===== src/kfsm_pkg.sv =====
// Shared types, constants and helper functions for the keyframe blend core.
// Used by every module under src; depends on nothing.
package kfsm_pkg;

  localparam int CORDIC_STEPS   = 16;
  localparam int ATAN_LEN       = 24;
  localparam int STEP_CNT       = (CORDIC_STEPS > ATAN_LEN) ? ATAN_LEN : CORDIC_STEPS;
  localparam int QUAT_FRAC_BITS = 14;
  localparam int IN_SHIFT       = 30 - QUAT_FRAC_BITS;
  localparam int IN_DIV_SHIFT   = 45;
  localparam int NQ_DIV_SHIFT   = 29;
  localparam int SQRT_STEPS     = 32;
  localparam int DIV_QBITS      = 34;

  localparam longint unsigned NEAR_ZERO_IN =
    (64'd1 << (2 * QUAT_FRAC_BITS)) / 64'd1000000000000;
  localparam longint unsigned NEAR_ZERO_Q58 = 64'd288230;

  typedef logic signed [35:0] word_t;
  typedef logic signed [71:0] acc_t;

  localparam acc_t ONE_Q30 = 72'sd1 <<< 30;
  localparam acc_t ONE_Q60 = 72'sd1 <<< 60;
  localparam acc_t ENT_MAX = 72'sd65536;

  function automatic word_t atan_q30(input logic [4:0] i);
    word_t v;
    case (i)
      5'd0:  v = 36'sd843314857;
      5'd1:  v = 36'sd497837829;
      5'd2:  v = 36'sd263043837;
      5'd3:  v = 36'sd133525159;
      5'd4:  v = 36'sd67021679;
      5'd5:  v = 36'sd33543516;
      5'd6:  v = 36'sd16775851;
      5'd7:  v = 36'sd8388437;
      5'd8:  v = 36'sd4194283;
      5'd9:  v = 36'sd2097149;
      5'd10: v = 36'sd1048576;
      5'd11: v = 36'sd524288;
      5'd12: v = 36'sd262144;
      5'd13: v = 36'sd131072;
      5'd14: v = 36'sd65536;
      5'd15: v = 36'sd32768;
      5'd16: v = 36'sd16384;
      5'd17: v = 36'sd8192;
      5'd18: v = 36'sd4096;
      5'd19: v = 36'sd2048;
      5'd20: v = 36'sd1024;
      5'd21: v = 36'sd512;
      5'd22: v = 36'sd256;
      5'd23: v = 36'sd128;
      default: v = '0;
    endcase
    return v;
  endfunction

  function automatic acc_t rsh_round(input acc_t x, input int n);
    logic [71:0] m;
    m = x[71] ? 72'(-x) : 72'(x);
    m = (m + (72'd1 << (n - 1))) >> n;
    return x[71] ? acc_t'(-m) : acc_t'(m);
  endfunction

  function automatic logic [17:0] ent_out(input acc_t q60);
    acc_t v;
    v = rsh_round(q60, 44);
    if (v > ENT_MAX) begin
      v = ENT_MAX;
    end else if (v < -ENT_MAX) begin
      v = -ENT_MAX;
    end
    return v[17:0];
  endfunction

endpackage


===== src/kfsm_sqrt.sv =====
// Iterative integer square root, one result bit per cycle.
// Depends on kfsm_pkg.
module kfsm_sqrt
  import kfsm_pkg::*;
(
  input  logic        clk,
  input  logic        rst_n,
  input  logic        start,
  input  logic [63:0] val,
  output logic        done_r,
  output logic [31:0] root
);

  localparam int CW = $clog2(SQRT_STEPS);

  logic          busy_r, busy_nxt;
  logic          done_nxt;
  logic [CW-1:0] cnt_r, cnt_nxt;
  logic [63:0]   v_r, v_nxt, res_r, res_nxt, bit_r, bit_nxt, t;

  assign root = res_r[31:0];
  assign t    = res_r + bit_r;

  always_comb begin
    busy_nxt = busy_r;
    done_nxt = 1'b0;
    cnt_nxt  = cnt_r;
    v_nxt    = v_r;
    res_nxt  = res_r;
    bit_nxt  = bit_r;
    if (start) begin
      busy_nxt = 1'b1;
      cnt_nxt  = '0;
      v_nxt    = val;
      res_nxt  = '0;
      bit_nxt  = 64'd1 << 62;
    end else if (busy_r) begin
      if (v_r >= t) begin
        v_nxt   = v_r - t;
        res_nxt = (res_r >> 1) + bit_r;
      end else begin
        res_nxt = res_r >> 1;
      end
      bit_nxt = bit_r >> 2;
      cnt_nxt = cnt_r + 1'b1;
      if (cnt_r == CW'(SQRT_STEPS - 1)) begin
        busy_nxt = 1'b0;
        done_nxt = 1'b1;
      end
    end
  end

  always_ff @(posedge clk) begin
    if (!rst_n) begin
      busy_r <= 1'b0;
      done_r <= 1'b0;
      cnt_r  <= '0;
    end else begin
      busy_r <= busy_nxt;
      done_r <= done_nxt;
      cnt_r  <= cnt_nxt;
    end
  end

  always_ff @(posedge clk) begin
    v_r   <= v_nxt;
    res_r <= res_nxt;
    bit_r <= bit_nxt;
  end

endmodule


===== config.mk =====
export PLATFORM = sky130hd
export DESIGN_NAME = kfsm_sqrt
export DESIGN_NICKNAME = d
export VERILOG_FILES = /design/src/kfsm_pkg.sv /design/src/kfsm_sqrt.sv
export SDC_FILE = /design/constraint.sdc
export NUM_CORES = 1
export LEC_CHECK = 0
export BUFFER_PORTS_ARGS = -buffer_cell sky130_fd_sc_hd__buf_2
export CAP_MARGIN = 20
export CELL_PAD_IN_SITES_DETAIL_PLACEMENT = 1
export CELL_PAD_IN_SITES_GLOBAL_PLACEMENT = 1
export CORE_MARGIN = 2
export CORE_UTILIZATION = 43
export DETAILED_ROUTE_END_ITERATION = 10
export PLACE_DENSITY_LB_ADDON = 0.08
export SLEW_MARGIN = 20
export SYNTH_ARGS = -nofsm -noshare
export SYNTH_HDL_FRONTEND = slang
export SYNTH_SLANG_ARGS = --single-unit

===== constraint.sdc =====
create_clock -name clk -period 8.75 [get_ports clk]
set_input_delay 0.4375 -clock clk [delete_from_list [all_inputs] [get_ports clk]]
set_output_delay 0.4375 -clock clk [all_outputs]
set_load 0.1 [all_outputs]

==> results by group <==
Min path
  • Hold crit path type: primary input to flop

STA
  • TNS Setup: 0 ns
  • Clk_skew: 0.0111 ns
  • Post-route minimum period: 7.18 ns
  • Fin. Hold Viols: 0
  • Worst slew pin tran: 1.06 ns
  • Setup Viol. Count Final: 0
  • RSZ-0062 raised after global routing: false
  • Period utilisation layout: 82.0%
  • Pins over their slew limit: 0
  • Maximum clock frequency: 0.139 GHz
  • Slew Limit Headroom: 27.5%

Detailed routing
  • Wire per inst: 21.9 um
  • Detail Route Antenna Nets: 0
  • Routed via count: 15411
  • Initial DRT Pass Iterations: 5
  • DRC errors left: 0
  • Iter 0 DRT Violations: 943
  • Vias per inst: 6.20
  • Routed WL: 54.5 mm

Synth
  • Register area share after synthesis: 25.0%
  • Post-synthesis mux area share: 3.31%
  • Avg Cell Area, Syn: 7.88 um2
  • Main area contributors after synthesis: dfxtp_1 13%, edfxtp_1 12%, ha_1 10%
  • Warnings from Yosys: 0
  • Combinational family with the most area after synthesis: compound AO/OA/AOI/OAI gates
  • XOR/XNOR Fraction of Synth Area: 8.29%
  • Post-synth top cells: 225 x nand2_1, 177 x nor2_1, 162 x o21ai_0
  • Synth area leader: dfxtp_1
  • Mapped Area: 15900 um2
  • Number of library cell types mapped by synthesis: 94
  • Top_reg_cell synth: dfxtp_1
  • Count leader, synth: nand2_1
  • Mapped Cells: 2024
  • Synth Area in Compound Gates: 26.9%
  • Mapped Nets: 2224
  • Post-Synth Simple-Gate Area: 20.3%
  • Yosys top cell area share: 12.9%
  • Post-Synth Adder-Cell Area: 10.5%
  • Post-synth EDFFs: 64
  • Flops & latches, synth: 167
  • Async SR Flop Fraction: 0%

Clock network
  • Post-CTS setup buffer count: 0
  • CTS Buffer Depth: 2
  • CTS tree: yes
  • Post_cts resized: 0
  • TritonCTS Buffers: 17
  • Clk_lat worst skew: 0.46 ns
  • # hold bufs at CTS: 0
  • Root Buffer: clkbuf_16
  • CTS sink count: 167
  • H-tree depth reported by CTS: 4
  • Clk slew on worst S/H paths: 0.08 ns

Floorplanning
  • Top-level I/O count: 100
  • # rows: 70
  • Die Wd: 197 um
  • Initial Util: 43.7%
  • Floorplan core area: 36500 um2
  • Die Height: 197 um
  • Die area: 38600 um2

Placed design
  • # port buffers: 99
  • Placed cell area: 16400 um2
  • Routability cong.: 0.897
  • DPL Wire Length: 41.5 mm
  • Dpl cells: 2455

Global route
  • First-pass GRT wire length: 87.6 mm
  • Initial antenna violation count: 0
  • All-Layer GR Usage: 28.5%
  • GRT overflow: 0
  • Number of global-route vias before repair: 15924
  • Largest net degree at the start of global routing: 158

Critical path
  • Worst-path maximum fanout: 16
  • Worst EP arrival: 7.55 ns
  • Crit end category: flop
  • WP data required: 9.12 ns
  • Crit Path Category: flop to flop
  • Startpoint types: flop

Cells and area
  • Fillers: 4520
  • Area Growth Syn to Fin: 6.40%
  • Multi-input logic area: 11100 um2
  • Post-layout util: 46.5%
  • Share of layout cells above drive strength 1: 9.91%
  • NumNets Final: 2206
  • Antenna diodes: 0
  • Post-route insts no fill: 2487
  • Design Area, Final: 17000 um2
  • Storage element area: 3990 um2

Power and ir drop
  • Leak pwr: 6.58 nW
  • Combinational Power Share: 59.8%
  • VDD IR max: 0.171 mV
  • Sw Share: 50.4%
  • Pwr Total: 4.92 mW
  • Cell-internal power: 2.44 mW
  • Clock Power Share: 15.3%
  • Flop pwr share: 24.9%
  • PD cells: 290 nW/um2
  • Psw: 2.48 mW

Status
  • Status: complete, no violations

Job
  • MaxCap Viol Count: 0
[sequential cells by signal, indices dropped and copies added, names as in the netlist]
signal / count
v_r: 64
cnt_r: 5
res_r: 64
bit_r: 32
busy_r: 1
done_r: 1
[power by group through the flow]
stage	clock [mW]	sequential (mW)	combinational (mW)
floorplan	0	1.14	2.27
global placement	0	1.23	2.86
detailed placement	0	1.24	2.91
CTS	0.769	1.22	2.93
global route	0.793	1.25	3.23
finish	0.752	1.23	2.94
[final timing paths]
check | from | endpoint | slack, ns | depth (start not counted)
min | rst_n | busy_r | 0.22 | 2
max | res_r[26] | res_r[62] | 1.57 | 21
max reg2reg | res_r[26] | res_r[62] | 1.57 | 21
min reg2reg | cnt_r[3] | cnt_r[3] | 0.53 | 2
[cells in the final DEF, fill, tap and decap left out, types with 64 or more instances in the layout]
cell type    n
edfxtp_1    64
nor2_1     177
dfxtp_1    102
xor2_1      79
xnor2_1     72
ha_1       132
a21oi_1    130
nand2_1    225
o21ai_0    161
buf_2       98
[through the flow]
step                setup WS, ns  hold slack, ns
global placement            1.72           0.479
floorplan                  0.787           0.467
global route                1.16           0.206
CTS                         1.57           0.200
finish                      1.57           0.216
detailed placement          1.68           0.515
[critical path: stages (launching register included)]
cell and delay (ns):
dfxtp_1 0.43, ha_1 0.42, nand4_1 0.13, or2_2 0.34
o21ai_0 0.24, nand3_1 0.16, a2111oi_0 0.98, o311ai_1 0.41
a211oi_1 0.33, o21ai_0 0.14, xor2_1 0.18, ha_1 0.35
and2_1 0.20, nand3_1 0.12, or2_2 0.31, o221ai_1 0.21
a21oi_1 0.16, o2111a_2 0.37, nor2_2 0.73, buf_4 0.38
mux2i_1 0.12, a2111oi_2 0.34
[cell type report]
cell class	instances	share of cell area, %
well taps	468	3.45
flip-flops and latches	167	23.5
clock buffers	17	2.51
inverters	50	1.11
clock inverters	15	0.708
repair buffers	108	3.50
multi-input cells	1662	65.2
[metal layers]
metal  track usage [%]  up-vias  wire, um
li1                  -     7437         -
met3              4.00       57      2080
met4              7.91        0      1110
met1              36.3     7627     24700
met5                 0        -         0
met2              50.3      290     26600
[kinds of logic after synthesis]
| logic type | after synthesis |
|---|---|
| compound gates | 645 |
| xor+xnor | 151 |
| fa+ha+maj | 133 |
| buf+inv | 195 |
| flops | 167 |
| mux | 52 |
| simple gates | 681 |
Power figures use the tool's default switching activity.
