<file path="src/kfsm_pkg.sv">
// Shared types, constants and helper functions for the keyframe blend core.
// Used by every module under src; depends on nothing.
package kfsm_pkg;

  localparam int CORDIC_STEPS   = 16;
  localparam int ATAN_LEN       = 24;
  localparam int STEP_CNT       = (CORDIC_STEPS > ATAN_LEN) ? ATAN_LEN : CORDIC_STEPS;
  localparam int QUAT_FRAC_BITS = 14;
  localparam int IN_SHIFT       = 30 - QUAT_FRAC_BITS;
  localparam int IN_DIV_SHIFT   = 45;
  localparam int NQ_DIV_SHIFT   = 29;
  localparam int SQRT_STEPS     = 32;
  localparam int DIV_QBITS      = 34;

  localparam longint unsigned NEAR_ZERO_IN =
    (64'd1 << (2 * QUAT_FRAC_BITS)) / 64'd1000000000000;
  localparam longint unsigned NEAR_ZERO_Q58 = 64'd288230;

  typedef logic signed [35:0] word_t;
  typedef logic signed [71:0] acc_t;

  localparam acc_t ONE_Q30 = 72'sd1 <<< 30;
  localparam acc_t ONE_Q60 = 72'sd1 <<< 60;
  localparam acc_t ENT_MAX = 72'sd65536;

  function automatic word_t atan_q30(input logic [4:0] i);
    word_t v;
    case (i)
      5'd0:  v = 36'sd843314857;
      5'd1:  v = 36'sd497837829;
      5'd2:  v = 36'sd263043837;
      5'd3:  v = 36'sd133525159;
      5'd4:  v = 36'sd67021679;
      5'd5:  v = 36'sd33543516;
      5'd6:  v = 36'sd16775851;
      5'd7:  v = 36'sd8388437;
      5'd8:  v = 36'sd4194283;
      5'd9:  v = 36'sd2097149;
      5'd10: v = 36'sd1048576;
      5'd11: v = 36'sd524288;
      5'd12: v = 36'sd262144;
      5'd13: v = 36'sd131072;
      5'd14: v = 36'sd65536;
      5'd15: v = 36'sd32768;
      5'd16: v = 36'sd16384;
      5'd17: v = 36'sd8192;
      5'd18: v = 36'sd4096;
      5'd19: v = 36'sd2048;
      5'd20: v = 36'sd1024;
      5'd21: v = 36'sd512;
      5'd22: v = 36'sd256;
      5'd23: v = 36'sd128;
      default: v = '0;
    endcase
    return v;
  endfunction

  function automatic acc_t rsh_round(input acc_t x, input int n);
    logic [71:0] m;
    m = x[71] ? 72'(-x) : 72'(x);
    m = (m + (72'd1 << (n - 1))) >> n;
    return x[71] ? acc_t'(-m) : acc_t'(m);
  endfunction

  function automatic logic [17:0] ent_out(input acc_t q60);
    acc_t v;
    v = rsh_round(q60, 44);
    if (v > ENT_MAX) begin
      v = ENT_MAX;
    end else if (v < -ENT_MAX) begin
      v = -ENT_MAX;
    end
    return v[17:0];
  endfunction

endpackage

</file>
<file path="src/kfsm_mul.sv">
// Shared signed multiplier with a registered product.
// Depends on kfsm_pkg.
module kfsm_mul
  import kfsm_pkg::*;
(
  input  logic  clk,
  input  word_t mul_a,
  input  word_t mul_b,
  output acc_t  prod_r
);

  acc_t prod_nxt;

  assign prod_nxt = acc_t'(mul_a) * acc_t'(mul_b);

  always_ff @(posedge clk) begin
    prod_r <= prod_nxt;
  end

endmodule

</file>
<file path="config.mk">
export PLATFORM = sky130hd
export DESIGN_NAME = kfsm_mul
export DESIGN_NICKNAME = d
export VERILOG_FILES = /design/src/kfsm_pkg.sv /design/src/kfsm_mul.sv
export SDC_FILE = /design/constraint.sdc
export NUM_CORES = 2
export LEC_CHECK = 0
export BUFFER_PORTS_ARGS = -buffer_cell sky130_fd_sc_hd__buf_4
export CAP_MARGIN = 30
export CORE_MARGIN = 5
export CORE_UTILIZATION = 55
export CTS_CLUSTER_DIAMETER = 50
export CTS_CLUSTER_SIZE = 24
export DETAILED_ROUTE_END_ITERATION = 7
export GPL_ROUTABILITY_DRIVEN = 0
export PLACE_DENSITY = 0.69
export SKIP_LAST_GASP = 1
export SLEW_MARGIN = 25
export SYNTH_ARGS = -nofsm -noshare
export SYNTH_HDL_FRONTEND = slang
export SYNTH_SLANG_ARGS = --single-unit
</file>
<file path="constraint.sdc">
create_clock -name clk -period 11.8 [get_ports clk]
set_input_delay 2.95 -clock clk [delete_from_list [all_inputs] [get_ports clk]]
set_output_delay 2.95 -clock clk [all_outputs]
set_load 0.02 [all_outputs]
</file>
==> out/results.txt <==
In the post-synthesis netlist, the biggest area contributors are sky130_fd_sc_hd__fa_1, sky130_fd_sc_hd__inv_1, sky130_fd_sc_hd__and2_1, sky130_fd_sc_hd__nand2_1, sky130_fd_sc_hd__ha_1. The logs give 0 for the final global-route overflow total and 107 for the number of rows created at floorplan. Total count of hold-check failures in the final report: 0. STA classifies the critical path startpoint as an input pin.

The worst-margin pin slew works out to 1.09 ns. Counting every instance in the synthesized netlist gives 5101. The dominant register cell in the synthesized netlist is sky130_fd_sc_hd__dfxtp_1. After synthesis, the netlist uses 66 different library cells.

The logs give 92200 sq um for the area of the die and 0.0908 GHz for the highest clock frequency the design can meet. For the post-cts resize count, the log shows 0. For the number of fillers in the final layout, the log shows 7508. Fraction of registers with async set or reset after synthesis: 0. The endpoint with the worst hold slack is prod_r[0].

The first TritonRoute pass finished after 6 iterations. The run finished with clean final reports. After clock tree synthesis, the setup repair step added 0 buffers.

The number of port buffers works out to 144. The number of global-route vias before repair was 37100. For the final count of negative-setup-slack endpoints, the log shows 0.

The tools report the root cell of the clock tree as sky130_fd_sc_hd__clkbuf_16. The relative slew slack came out at 0.271. Hold is met by 3.07 ns. The number of antenna violations at the first check in global routing is 4. For the final routed database, the setup TNS stands at 0 ns.

In this run the remaining antenna-violating nets after routing total 0. The final layout contains 6678 nets. The tools report the placeable core area as 85400 sq um.

The register with the most flip-flops in the final layout is prod_r. At the worst endpoint, the required time is 12.14 ns. The sequential share of the synthesized area is 0.0304, and the via count of the routed design is 33600. The fraction of the mapped netlist area in compound gates is 0.0334, and the fraction of final layout cells sized beyond drive strength 1 is 0.0419. In the final routed layout, each cell accounts on average for 21.7 um. TritonCTS built the clock tree. The combinational family with the most area after synthesis is adder cells.

The clock tree synthesis step divided the H-tree into 3 levels. The placed cell count was 6140. In this run the deepest clock path goes through 2 buffers.

The xor/xnor share of the synthesized area is 0.0146, and the number of buffers inserted during clock tree synthesis is 9. Summing every instance area after synthesis gives 47400 sq um. The initial cell density of the core is 0.556.

The tools report the Yosys warning count as 0. In this run the worst path has a maximum fanout of 36. In the routed design, unresolved DRC markers number 0. The first global-routing pass estimated 217 mm of wire. The number of slew-limit violations in the final report is 0. The area added between synthesis and finish is 4.17%. The area share of fa/ha/maj cells after synthesis works out to 0.640. The kind of critical path was input pin to flop.

The logs give 0.303 for the total routing usage reported by global routing and 145 for the boundary pin count. Along the worst hold path, the cell count comes to 2. Summed over all layers, the routed wires come to 133 mm.

The most common cell after layout, fill and taps aside was sky130_fd_sc_hd__fa_1. Setup repair after global routing left no endpoint under its margin. Simple-gate share of the synthesized area: 0.152.

The detailed router finished its first iteration with 2352 violations. After synthesis the netlist holds a flip-flop and latch count of 72. The flip-flop count of the largest register, all copies and words added was 72. The tree built by TritonCTS fans out to 72 sinks. The die is 304 um tall. In the final layout, the registers with the most flip-flops are prod_r: 72 flops. The clock period could shrink to 11.02 ns.

In this run the mean area of a mapped cell was 9.30 sq um. After clock tree synthesis, the flow added hold-fix buffers numbering 0. Across the run, the number of max-cap violations was 0. After the flow finishes, the layout carries non-filler instances totaling 6157.

Class of the tightest hold or removal check: input pin to flop. The library cells used most frequently in the layout, excluding fill and tap cells, are sky130_fd_sc_hd__fa_1, sky130_fd_sc_hd__inv_1, sky130_fd_sc_hd__nand2_1, sky130_fd_sc_hd__and2_1, sky130_fd_sc_hd__ha_1. The worst slack at placement was 0.665 ns. Entering global routing, the biggest net connects 38 pins.

Ratio of final minimum period to clock period: 0.934. The tools report the critical path capture point type as a flop. The post-synth net total was 6772; the x dimension of the die was 304 um. Data arrives at the worst endpoint at 11.36 ns. After clock tree synthesis, the clock-pin slew on the worst setup and hold paths is 0.07 ns.

The final worst setup slack is 0.781 ns, and the fraction of synthesized cell area taken by the top area cell type is 0.582. The run gives 110 mm as the post-detailed-placement half-perimeter wirelength. The number of flops mapped to enable cells by yosys is 0, and the detailed-route vias per instance is 5.45. The share of synthesized area spent on multiplexers works out to 0.000448.

The beginning of the worst hold path is mul_b[0]. The top cell type by total area after synthesis is sky130_fd_sc_hd__fa_1.
-- routing by layer --
layer / wire [um] / up-vias / part of all wire / global-route usage
met5: 188 / - / 0.0014 / 0.0119
met4: 6380 / 8 / 0.048 / 0.119
met3: 12000 / 309 / 0.090 / 0.0675
li1: - / 14200 / - / -
met1: 50400 / 17500 / 0.38 / 0.397
met2: 64300 / 1527 / 0.48 / 0.495
-- metrics by stage --
| stage | utilization | instance area (sq um) |
|---|---|---|
| 2_1_floorplan | - | 47400 |
| 3_3_place_gp | 0.575 | 49100 |
| 3_5_place_dp | 0.575 | 49100 |
| 4_1_cts | 0.579 | 49400 |
| 5_1_grt | 0.579 | 49400 |
| 6_report | 0.579 | 49400 |
-- cells by family (layout without fill, tap and decap cells) --
kind of cell	count (synthesis)	in the layout
and+or+nand+nor	1468	1468
muxes	2	2
DFF	72	72
AOI/OAI and AO/OA	245	245
other	0	1
adders and majority gates	1598	1598
buffers and inverters	1637	1548
xor gates and xnor gates	79	79
-- synthesized netlist by cell type, types with 31 or more instances --
| cell | n |
|---|---|
| sky130_fd_sc_hd__a21oi_1 | 86 |
| sky130_fd_sc_hd__and2_1 | 560 |
| sky130_fd_sc_hd__clkbuf_1 | 274 |
| sky130_fd_sc_hd__dfxtp_1 | 72 |
| sky130_fd_sc_hd__fa_1 | 1379 |
| sky130_fd_sc_hd__ha_1 | 219 |
| sky130_fd_sc_hd__inv_1 | 1351 |
| sky130_fd_sc_hd__nand2_1 | 756 |
| sky130_fd_sc_hd__nor2_1 | 46 |
| sky130_fd_sc_hd__nor2b_1 | 31 |
| sky130_fd_sc_hd__o21ai_0 | 40 |
| sky130_fd_sc_hd__xnor2_1 | 59 |
-- area by class of cell --
class                           count  area, sq um  share of cell area
Inverter                         1351         5070               0.103
Antenna cell                        1         2.50           0.0000506
Clock inverter                      4         27.5            0.000557
Sequential cell                    72         1440              0.0292
Tap cell                         1144         1430              0.0290
Clock buffer                       12          256             0.00519
Multi-Input combinational cell   3392        39800               0.806
Timing Repair Buffer              181         1360              0.0275
-- critical path, stage by stage --
cell                        delay [ns]
sky130_fd_sc_hd__buf_4            0.38
sky130_fd_sc_hd__nand2_1          0.15
sky130_fd_sc_hd__fa_1             0.55
sky130_fd_sc_hd__inv_1            0.05
sky130_fd_sc_hd__fa_1             0.53
sky130_fd_sc_hd__inv_1            0.06
sky130_fd_sc_hd__fa_1             0.53
sky130_fd_sc_hd__inv_1            0.05
sky130_fd_sc_hd__fa_1             0.48
sky130_fd_sc_hd__fa_1             0.57
sky130_fd_sc_hd__fa_1             0.44
sky130_fd_sc_hd__fa_1             0.50
sky130_fd_sc_hd__inv_1            0.05
sky130_fd_sc_hd__fa_1             0.51
sky130_fd_sc_hd__inv_1            0.05
sky130_fd_sc_hd__ha_1             0.44
sky130_fd_sc_hd__nand4_1          0.19
sky130_fd_sc_hd__nor4_1           0.39
sky130_fd_sc_hd__nand2_1          0.12
sky130_fd_sc_hd__o2111ai_1        0.89
sky130_fd_sc_hd__a311oi_1         0.21
sky130_fd_sc_hd__buf_4            0.21
sky130_fd_sc_hd__o31ai_1          0.52
sky130_fd_sc_hd__nand3_1          0.14
sky130_fd_sc_hd__o21ai_1          0.18
sky130_fd_sc_hd__xnor2_1          0.14
-- worst max path at each step --
stage	start	cells past startpoint	to
after floorplan	mul_a[35]	22	prod_r[70]
after global placement	mul_a[15]	24	prod_r[60]
after detailed placement	mul_b[12]	26	prod_r[65]
after CTS	mul_b[12]	26	prod_r[65]
after global routing	mul_b[12]	26	prod_r[65]
final	mul_b[12]	26	prod_r[65]
Power is not shown: default switching activity piles up to over one toggle a cycle in this logic, so the estimate is an artifact.
