$ cat src/kfsm_pkg.sv
// Shared types, constants and helper functions for the keyframe blend core.
// Used by every module under src; depends on nothing.
package kfsm_pkg;

  localparam int CORDIC_STEPS   = 16;
  localparam int ATAN_LEN       = 24;
  localparam int STEP_CNT       = (CORDIC_STEPS > ATAN_LEN) ? ATAN_LEN : CORDIC_STEPS;
  localparam int QUAT_FRAC_BITS = 14;
  localparam int IN_SHIFT       = 30 - QUAT_FRAC_BITS;
  localparam int IN_DIV_SHIFT   = 45;
  localparam int NQ_DIV_SHIFT   = 29;
  localparam int SQRT_STEPS     = 32;
  localparam int DIV_QBITS      = 34;

  localparam longint unsigned NEAR_ZERO_IN =
    (64'd1 << (2 * QUAT_FRAC_BITS)) / 64'd1000000000000;
  localparam longint unsigned NEAR_ZERO_Q58 = 64'd288230;

  typedef logic signed [35:0] word_t;
  typedef logic signed [71:0] acc_t;

  localparam acc_t ONE_Q30 = 72'sd1 <<< 30;
  localparam acc_t ONE_Q60 = 72'sd1 <<< 60;
  localparam acc_t ENT_MAX = 72'sd65536;

  function automatic word_t atan_q30(input logic [4:0] i);
    word_t v;
    case (i)
      5'd0:  v = 36'sd843314857;
      5'd1:  v = 36'sd497837829;
      5'd2:  v = 36'sd263043837;
      5'd3:  v = 36'sd133525159;
      5'd4:  v = 36'sd67021679;
      5'd5:  v = 36'sd33543516;
      5'd6:  v = 36'sd16775851;
      5'd7:  v = 36'sd8388437;
      5'd8:  v = 36'sd4194283;
      5'd9:  v = 36'sd2097149;
      5'd10: v = 36'sd1048576;
      5'd11: v = 36'sd524288;
      5'd12: v = 36'sd262144;
      5'd13: v = 36'sd131072;
      5'd14: v = 36'sd65536;
      5'd15: v = 36'sd32768;
      5'd16: v = 36'sd16384;
      5'd17: v = 36'sd8192;
      5'd18: v = 36'sd4096;
      5'd19: v = 36'sd2048;
      5'd20: v = 36'sd1024;
      5'd21: v = 36'sd512;
      5'd22: v = 36'sd256;
      5'd23: v = 36'sd128;
      default: v = '0;
    endcase
    return v;
  endfunction

  function automatic acc_t rsh_round(input acc_t x, input int n);
    logic [71:0] m;
    m = x[71] ? 72'(-x) : 72'(x);
    m = (m + (72'd1 << (n - 1))) >> n;
    return x[71] ? acc_t'(-m) : acc_t'(m);
  endfunction

  function automatic logic [17:0] ent_out(input acc_t q60);
    acc_t v;
    v = rsh_round(q60, 44);
    if (v > ENT_MAX) begin
      v = ENT_MAX;
    end else if (v < -ENT_MAX) begin
      v = -ENT_MAX;
    end
    return v[17:0];
  endfunction

endpackage

$ cat src/kfsm_div.sv
// Iterative rounding divider, signed numerator by unsigned length, one bit per cycle.
// Depends on kfsm_pkg.
module kfsm_div
  import kfsm_pkg::*;
(
  input  logic               clk,
  input  logic               rst_n,
  input  logic               start,
  input  logic signed [63:0] num,
  input  logic        [32:0] den,
  output logic               done_r,
  output word_t              quot
);

  localparam int CW = $clog2(DIV_QBITS);

  logic                 busy_r, busy_nxt, done_nxt, neg_r, neg_nxt;
  logic [CW-1:0]        cnt_r, cnt_nxt;
  logic [63:0]          rem_r, rem_nxt, mag, t;
  logic [DIV_QBITS-1:0] sh_r, sh_nxt, q_r, q_nxt;
  logic [32:0]          den_r, den_nxt;
  word_t                qw;

  assign mag  = (num[63] ? 64'(-num) : 64'(num)) + 64'(den >> 1);
  assign t    = {rem_r[62:0], sh_r[DIV_QBITS-1]};
  assign qw   = word_t'(q_r);
  assign quot = (den_r == '0) ? '0 : (neg_r ? -qw : qw);

  always_comb begin
    busy_nxt = busy_r;
    done_nxt = 1'b0;
    cnt_nxt  = cnt_r;
    neg_nxt  = neg_r;
    rem_nxt  = rem_r;
    sh_nxt   = sh_r;
    q_nxt    = q_r;
    den_nxt  = den_r;
    if (start) begin
      busy_nxt = 1'b1;
      cnt_nxt  = '0;
      neg_nxt  = num[63];
      rem_nxt  = mag >> DIV_QBITS;
      sh_nxt   = mag[DIV_QBITS-1:0];
      q_nxt    = '0;
      den_nxt  = den;
    end else if (busy_r) begin
      if (t >= 64'(den_r)) begin
        rem_nxt = t - 64'(den_r);
        q_nxt   = {q_r[DIV_QBITS-2:0], 1'b1};
      end else begin
        rem_nxt = t;
        q_nxt   = {q_r[DIV_QBITS-2:0], 1'b0};
      end
      sh_nxt  = sh_r << 1;
      cnt_nxt = cnt_r + 1'b1;
      if (cnt_r == CW'(DIV_QBITS - 1)) begin
        busy_nxt = 1'b0;
        done_nxt = 1'b1;
      end
    end
  end

  always_ff @(posedge clk) begin
    if (!rst_n) begin
      busy_r <= 1'b0;
      done_r <= 1'b0;
      cnt_r  <= '0;
    end else begin
      busy_r <= busy_nxt;
      done_r <= done_nxt;
      cnt_r  <= cnt_nxt;
    end
  end

  always_ff @(posedge clk) begin
    neg_r <= neg_nxt;
    rem_r <= rem_nxt;
    sh_r  <= sh_nxt;
    q_r   <= q_nxt;
    den_r <= den_nxt;
  end

endmodule

$ cat config.mk
export PLATFORM = sky130hd
export DESIGN_NAME = kfsm_div
export DESIGN_NICKNAME = d
export VERILOG_FILES = /design/src/kfsm_pkg.sv /design/src/kfsm_div.sv
export SDC_FILE = /design/constraint.sdc
export NUM_CORES = 1
export LEC_CHECK = 0
export BUFFER_PORTS_ARGS = -buffer_cell sky130_fd_sc_hd__buf_2
export CORE_MARGIN = 2
export CORE_UTILIZATION = 45
export CTS_CLUSTER_DIAMETER = 50
export DETAILED_ROUTE_END_ITERATION = 10
export SETUP_SLACK_MARGIN = 0.2
export SYNTH_ARGS = -nofsm -noshare
export SYNTH_HDL_FRONTEND = slang
export SYNTH_SLANG_ARGS = --single-unit
$ cat constraint.sdc
create_clock -name clk -period 6.6 [get_ports clk]
set_input_delay 1.32 -clock clk [delete_from_list [all_inputs] [get_ports clk]]
set_output_delay 1.32 -clock clk [all_outputs]
set_load 0.005 [all_outputs]
==> results of run 1 <==
[critical path, cell delays in order]
cell	delay, ns
sky130_fd_sc_hd__buf_2	0.12
sky130_fd_sc_hd__or4_4	0.58
sky130_fd_sc_hd__nor2_1	0.18
sky130_fd_sc_hd__nand3b_1	0.14
sky130_fd_sc_hd__or2_2	0.33
sky130_fd_sc_hd__o21ai_0	0.21
sky130_fd_sc_hd__xnor2_1	0.10
sky130_fd_sc_hd__ha_1	0.36
sky130_fd_sc_hd__and3_1	0.22
sky130_fd_sc_hd__nand3_1	0.10
sky130_fd_sc_hd__o32ai_1	0.44
sky130_fd_sc_hd__nor3b_1	0.41
sky130_fd_sc_hd__o211ai_1	0.20
sky130_fd_sc_hd__a211oi_1	0.48
sky130_fd_sc_hd__o21ai_0	0.13
sky130_fd_sc_hd__buf_4	0.23
sky130_fd_sc_hd__nor4_1	0.31
sky130_fd_sc_hd__xor2_1	0.18
sky130_fd_sc_hd__a21oi_1	0.08
[per-layer routing]
metal / wire [um] / part of all wire [%]
met5: 0 / 0
met4: 615 / 1.4
met2: 18980 / 45
met1: 20200 / 48
met3: 2677 / 6.3
[report_power, final]
part / total [W] / internal (W) / leakage (nW) / switching (W)
registers: 0.00143 / 0.00132 / 1.58 / 0.000111
logic: 0.00166 / 0.000684 / 4.43 / 0.000978
clock network: 0.00110 / 0.000627 / 0.310 / 0.000477
total: 0.00420 / 0.00263 / 6.32 / 0.00157
[stage by stage]
stage / power, W / utilization (%) / worst slack, ns / hold slack (ns)
after CTS: 0.004191 / 50.81 / 0.5843 / 0.4951
after global placement: 0.003070 / 48.80 / 0.1842 / 0.4691
after detailed placement: 0.003079 / 48.80 / 0.1152 / 0.4781
final: 0.004198 / 50.81 / 0.6555 / 0.4912
after floorplan: 0.002633 / - / 0.8522 / 0.4428
after global routing: 0.004462 / 50.81 / 0.2546 / 0.5263
[state kept, by name, indices dropped and copies added (netlist names)]
name    count
rem_r      63
neg_r       1
sh_r       34
cnt_r       6
done_r      1
den_r      33
q_r        34
busy_r      1
[cell usage in the layout, fill, tap and decap left out, types with 55 or more instances in the layout]
cell type                  count
sky130_fd_sc_hd__a21oi_1     105
sky130_fd_sc_hd__buf_2       135
sky130_fd_sc_hd__dfxtp_1      74
sky130_fd_sc_hd__edfxtp_1     98
sky130_fd_sc_hd__ha_1         71
sky130_fd_sc_hd__inv_1        63
sky130_fd_sc_hd__nand2_1     103
sky130_fd_sc_hd__nor2_1      198
sky130_fd_sc_hd__nor4_1       55
sky130_fd_sc_hd__o21ai_0      75
sky130_fd_sc_hd__xnor2_1     120
sky130_fd_sc_hd__xor2_1       80
[worst max path at each step]
stage | cells past startpoint | endpoint | slack, ns
finish | 19 | rem_r[16] | 0.66
detailed placement | 19 | rem_r[16] | 0.12
CTS | 19 | rem_r[16] | 0.58
global placement | 19 | rem_r[16] | 0.18
floorplan | 19 | rem_r[24] | 0.85
global route | 19 | rem_r[16] | 0.25
[cell families (layout without fill, tap and decap cells)]
kind of cell / after synthesis / in the layout
simple gates: 596 / 596
mux: 64 / 64
compound gates: 430 / 430
fa+ha+maj: 73 / 73
buf+inv: 149 / 252
flops: 173 / 173
xor+xnor: 200 / 200
[layout make-up]
cell class,count,area (sq um)
clock buffers,19,454.2
inverters,66,247.7
multi-input cells,1363,9299
clock inverters,13,176.4
fillers,3074,15440
flip-flops and latches,173,4448
repair buffers,154,822.0
well taps,402,503.0
[timing repair]
| action | CTS | global route |
|---|---|---|
| endpoints found under the setup margin | 0 | 6 |
| buffers inserted | 0 | 0 |
| gates resized for setup | 0 | 1 |
| hold endpoints to repair | 0 | 0 |
==> results.cfg, run 1 <==
[synthesis]
synth_xor_area_share_pct = 12.26
synth-async-reset-ratio_pct = 0
synth_flop_cell = sky130_fd_sc_hd__edfxtp_1
synth-seq-cells = 173
yosysTopAreaCellShare_pct = 20.59
yosys.cell_types.count = 81
mappedNetlistArea_sq_um = 14290
synthesis.yosys.warnings = 0
sequential_to_total_area_share_from_yosys_stat_pct = 31.10
syn_area_per_cell_sq_um = 8.481
yosys.area_share.simple_pct = 21.17
synth_most_common_cell = sky130_fd_sc_hd__nor2_1
synth_top_family_by_area = simple AND/OR/NAND/NOR gates
synth_edf_count = 98
synth_mux_area_share_pct = 4.684
synth_area_leader_cell = sky130_fd_sc_hd__edfxtp_1
synthTopCellsByArea = sky130_fd_sc_hd__edfxtp_1 (21%), sky130_fd_sc_hd__dfxtp_1 (11%), sky130_fd_sc_hd__xnor2_1 (7.4%)
synth_cells = 1685
synth-compound-area-share_pct = 20.37
synth_fp_nets = 1858
synthAdderAreaFrac_pct = 6.497
yosys-top-cells-count = sky130_fd_sc_hd__nor2_1 (199), sky130_fd_sc_hd__xnor2_1 (120), sky130_fd_sc_hd__a21oi_1 (105), sky130_fd_sc_hd__nand2_1 (103), sky130_fd_sc_hd__edfxtp_1 (98)

[place]
buffer_ports.inserted = 136
placement.cell_area_sq_um = 15320
dp.final_hpwl_um = 32770
gp_routability_congestion = 0.9321
placed_cells_incl_taps = 2158

[timing]
period_share_pct = 90.07
post-route-min-period_ns = 5.945
worstMarginPinSlew_ns = 0.9316
final-hold-violation-count = 0
timing.final.max_slew_violations = 0
relSlewSlack_pct = 37.32
skew_ns = 0.01701
timing.setup.tns_ns = 0
max_clock_freq_ghz = 0.1682
final-setup-viol-count = 0
setup_repair_after_global_routing_missed_its_margin = false

[floorplanning]
initial_utilization_pct = 45.52
rows = 65
floorplan.die_area_sq_um = 33200
fp.dieW_um = 182.2
chipHeight_um = 182.2
fp.coreArea_sq_um = 31390
top_level_ports = 137

[clock_tree]
tritoncts = yes
clk_root_buffer_cell = sky130_fd_sc_hd__clkbuf_16
clock_path_buffers = 2
cts_hold_buf = 0
clkTransAtPathRegs_ns = 0.07
clock-sinks = 173
htree_num_levels = 4
cts_inserted_buffers = 17
clock_insertion_delay_worst_skew_ns = 0.46

[drt]
via_count = 13050
detail_route.first_pass.iterations = 5
antenna_left = 0
detail_route.wl_per_cell_um = 19.40
detail_route.drc_violations = 0
routed_wl_um = 42480
detailedRoute.firstIterationViolations = 1142
detail_route.vias_per_cell = 5.961

[global_route]
met1_track_demand_over_resource_pct = 36.59
gr-max-usage-layer = met2
groute.layer.met2.usage_pct = 40.00
grt_max_degree = 69
first_global_vias = 12160
globalRouteMet3Util_pct = 4.789
grt_first_pass_wirelength_um = 67030
globalRoute.totalOverflow = 0
antenna_found_initial = 0
grt_util_all_layers_pct = 25.53

[layout]
fin_nets = 1948
area.growth.synth_to_final_pct = 11.62
layout.cells.non_filler = 2190
fin_area_sq_um = 15950
final_layout_size_suffix_gt1_share_pct = 13.31
insertedDiodeCount = 0

[worst_setup_path]
critical_path.endpoint_type = register
critical_path.reg2reg.startpoint = den_r[0]
reg2reg_depth = 12
worst_r2r_endpoint = rem_r[61]
critical_path_arrival_ns = 6.13
crit_path_start_kind = primary input
setup.worst_path.start = num[4]
path_max_fanout = 11
r2r_setup_slack_ns = 1.83
timing.critical_path.required_ns = 6.78
worstSetupPathType = primary input to register

[run_status]
run_status = finished, final reports clean

[hold_path]
hold_class = register to register
hold_start = cnt_r[5]
hold-path-cell-count = 2
min_delay_worst_endpoint = cnt_r[5]

[power_and_ir_drop]
vdd_drop_max_v = 0.0001995
cellLeakagePower_nw = 6.324
power.density_nw_per_um2 = 263.2

[job]
drv_cap = 0
Power figures use the tool's default switching activity.
==> run 2: changes to the inputs <==
RECOVER_POWER = 25   (was default)
==> run 2 against run 1 <==
Effect of this change: critical path depth did not move; clock power barely moved; the run now ends with capacitance limit, slew limit left; largest power group unchanged; final cell count did not move; highest routed layer unchanged; via count rose by 0.11%; clock skew barely moved.
==> results.cfg, run 2 (synthesis gave the netlist of run 1 again) <==
[run_status]
run_status = finished, violations left
violations = capacitance limit, slew limit

[place]
dp.final_hpwl_um = 32770
gp_routability_congestion = 0.9321
placement.cell_area_sq_um = 15320
buffer_ports.inserted = 136
pre_cts_ws_ns = 0.1152

[layout]
final_layout_size_suffix_gt1_share_pct = 11.30
insertedDiodeCount = 0
area.growth.synth_to_final_pct = 11.26
filler_cell_count = 3090
mostFrequentLayoutCell = sky130_fd_sc_hd__nor2_1
largest_register_ff_count = 63
largest_registers_in_the_final_layout = rem_r x63, q_r x34, sh_r x34
fin_area_sq_um = 15900
fin_nets = 1948
mostFrequentLayoutCells = sky130_fd_sc_hd__nor2_1 (198), sky130_fd_sc_hd__xnor2_1 (120), sky130_fd_sc_hd__a21oi_1 (105)
max_flop_register = rem_r

[timing]
final-setup-viol-count = 0
setup_repair_after_global_routing_missed_its_margin = false
post-route-min-period_ns = 5.974
relSlewSlack_pct = -96.91
final_critical_path_setup_slack_ns = 0.6261
timing.setup.tns_ns = 0
worstMarginPinSlew_ns = 2.954
timing.hold.ws_ns = 0.4918
final-hold-violation-count = 0
skew_ns = 0.01702
timing.final.max_slew_violations = 145
max_clock_freq_ghz = 0.1674
period_share_pct = 90.51

[worst_setup_path]
critical_path_cell_count = 19
worstSetupPathType = primary input to register
critical_path.reg2reg.startpoint = den_r[0]
slowest_delay_ns = 0.58
worst_r2r_endpoint = rem_r[61]
timing.critical_path.required_ns = 6.77
path_max_fanout = 11
critical_path_arrival_ns = 6.15
cpMaxStageDelayCell = sky130_fd_sc_hd__or4_4
r2r_setup_slack_ns = 1.80
crit_family = compound AO/OA/AOI/OAI gates
crit_path_start_kind = primary input
critical_path.cell_chain = buf_2, or4_4, nor2_1, nand3b_1, or2_2, o41ai_1, xnor2_1, ha_1, nand2_1, o21ai_0, a2111oi_0, a2111oi_1, o211ai_1, a211oi_1, o21ai_0, buf_4, nor4_1, xor2_1, a21oi_1
critical_path.endpoint_type = register
cp_num_buf_inv = 2
cp_common_cell = sky130_fd_sc_hd__o21ai_0
reg2reg_depth = 12

[power_and_ir_drop]
cellLeakagePower_nw = 6.225
power.density_nw_per_um2 = 263.8
vdd_drop_max_v = 0.0001996

[drt]
detail_route.wl_per_cell_um = 19.42
via_count = 13070
antenna_left = 0
routed_wl_um = 42530
detail_route.vias_per_cell = 5.968
detail_route.drc_violations = 0
detail_route.first_pass.iterations = 6
detailedRoute.firstIterationViolations = 1191

[floorplanning]
floorplan.die_area_sq_um = 33200
fp.coreArea_sq_um = 31390
rows = 65
chipHeight_um = 182.2
fp.dieW_um = 182.2
top_level_ports = 137
initial_utilization_pct = 45.52

[global_route]
met1_track_demand_over_resource_pct = 36.59
antenna_found_initial = 0
groute.layer.met2.usage_pct = 40.00
grt_util_all_layers_pct = 25.53
first_global_vias = 12160
grt_first_pass_wirelength_um = 67030
gr-max-usage-layer = met2
globalRoute.totalOverflow = 0
grt_max_degree = 69
globalRouteMet3Util_pct = 4.789

[clock_tree]
htree_num_levels = 4
clock-sinks = 173
cts_inserted_buffers = 17
clk_root_buffer_cell = sky130_fd_sc_hd__clkbuf_16
clkTransAtPathRegs_ns = 0.07
cts_hold_buf = 0
clock_path_buffers = 2
tritoncts = yes
clock_insertion_delay_worst_skew_ns = 0.45

[hold_path]
hold_class = register to register
hold_start = cnt_r[5]
min_delay_worst_endpoint = cnt_r[5]
hold-path-cell-count = 2

[job]
drv_cap = 3
## run 2: cell count changes in the layout (fill, tap and decap cells not counted), sizes merged
cell	before	now
buf	154	119
clkbuf	19	54
## run 2: power by group
group	total, W	internal, W	switching, W
logic	0.00166	0.000681	0.000980
registers	0.00143	0.00132	0.000111
clock network	0.00110	0.000627	0.000473
total	0.00419	0.00263	0.00156
## run 2: metrics by stage
step                      instances  util (%)  power (W)
final                          2190     50.65   0.004194
after global routing           2190     50.65   0.004461
after CTS                      2190     50.81   0.004191
after detailed placement       2158     48.80   0.003079
after global placement         2158     48.80   0.003070
after floorplan                1685         -   0.002633
## run 2: how the worst max path moves through the flow
stage | to | slack [ns] | from
finish | rem_r[16] | 0.63 | num[4]
global route | rem_r[16] | 0.25 | num[4]
CTS | rem_r[16] | 0.58 | num[4]
detailed placement | rem_r[16] | 0.12 | num[4]
global placement | rem_r[16] | 0.18 | num[4]
floorplan | rem_r[24] | 0.85 | num[63]
## run 2: worst reg2reg max path, cell delays in order, from the launching register on
cell and delay (ns):
sky130_fd_sc_hd__edfxtp_1 0.44, sky130_fd_sc_hd__ha_1 0.25, sky130_fd_sc_hd__fa_1 0.39, sky130_fd_sc_hd__nor2b_1 0.27, sky130_fd_sc_hd__o2111ai_1 0.21, sky130_fd_sc_hd__and3_1 0.24
sky130_fd_sc_hd__nor3_1 0.28, sky130_fd_sc_hd__o311ai_1 0.19, sky130_fd_sc_hd__a211oi_2 0.70, sky130_fd_sc_hd__o211ai_1 0.49, sky130_fd_sc_hd__or4_1 0.66, sky130_fd_sc_hd__or3_1 0.32
sky130_fd_sc_hd__a311oi_1 0.24
## run 2: routing by layer
metal / routed length, um / part of all wire [%]
met1: 20290 / 48
met2: 18960 / 45
met3: 2613 / 6.1
met4: 663 / 1.6
met5: 0 / 0
## run 2: layout make-up
cell class                      count  area [sq um]  share of cell area (%)
Multi-Input combinational cell   1363          9299                   58.49
Clock inverter                     13         176.4                   1.110
Timing Repair Buffer              154         770.7                   4.848
Sequential cell                   173          4448                   27.98
Tap cell                          402         503.0                   3.164
Inverter                           66         247.7                   1.558
Clock buffer                       19         454.2                   2.857
## run 2: timing repair
action	4_1_cts	5_1_grt
setup buffers	0	0
resized for setup	0	1
endpoints found under the setup margin	0	6
endpoints found under the hold margin	0	0
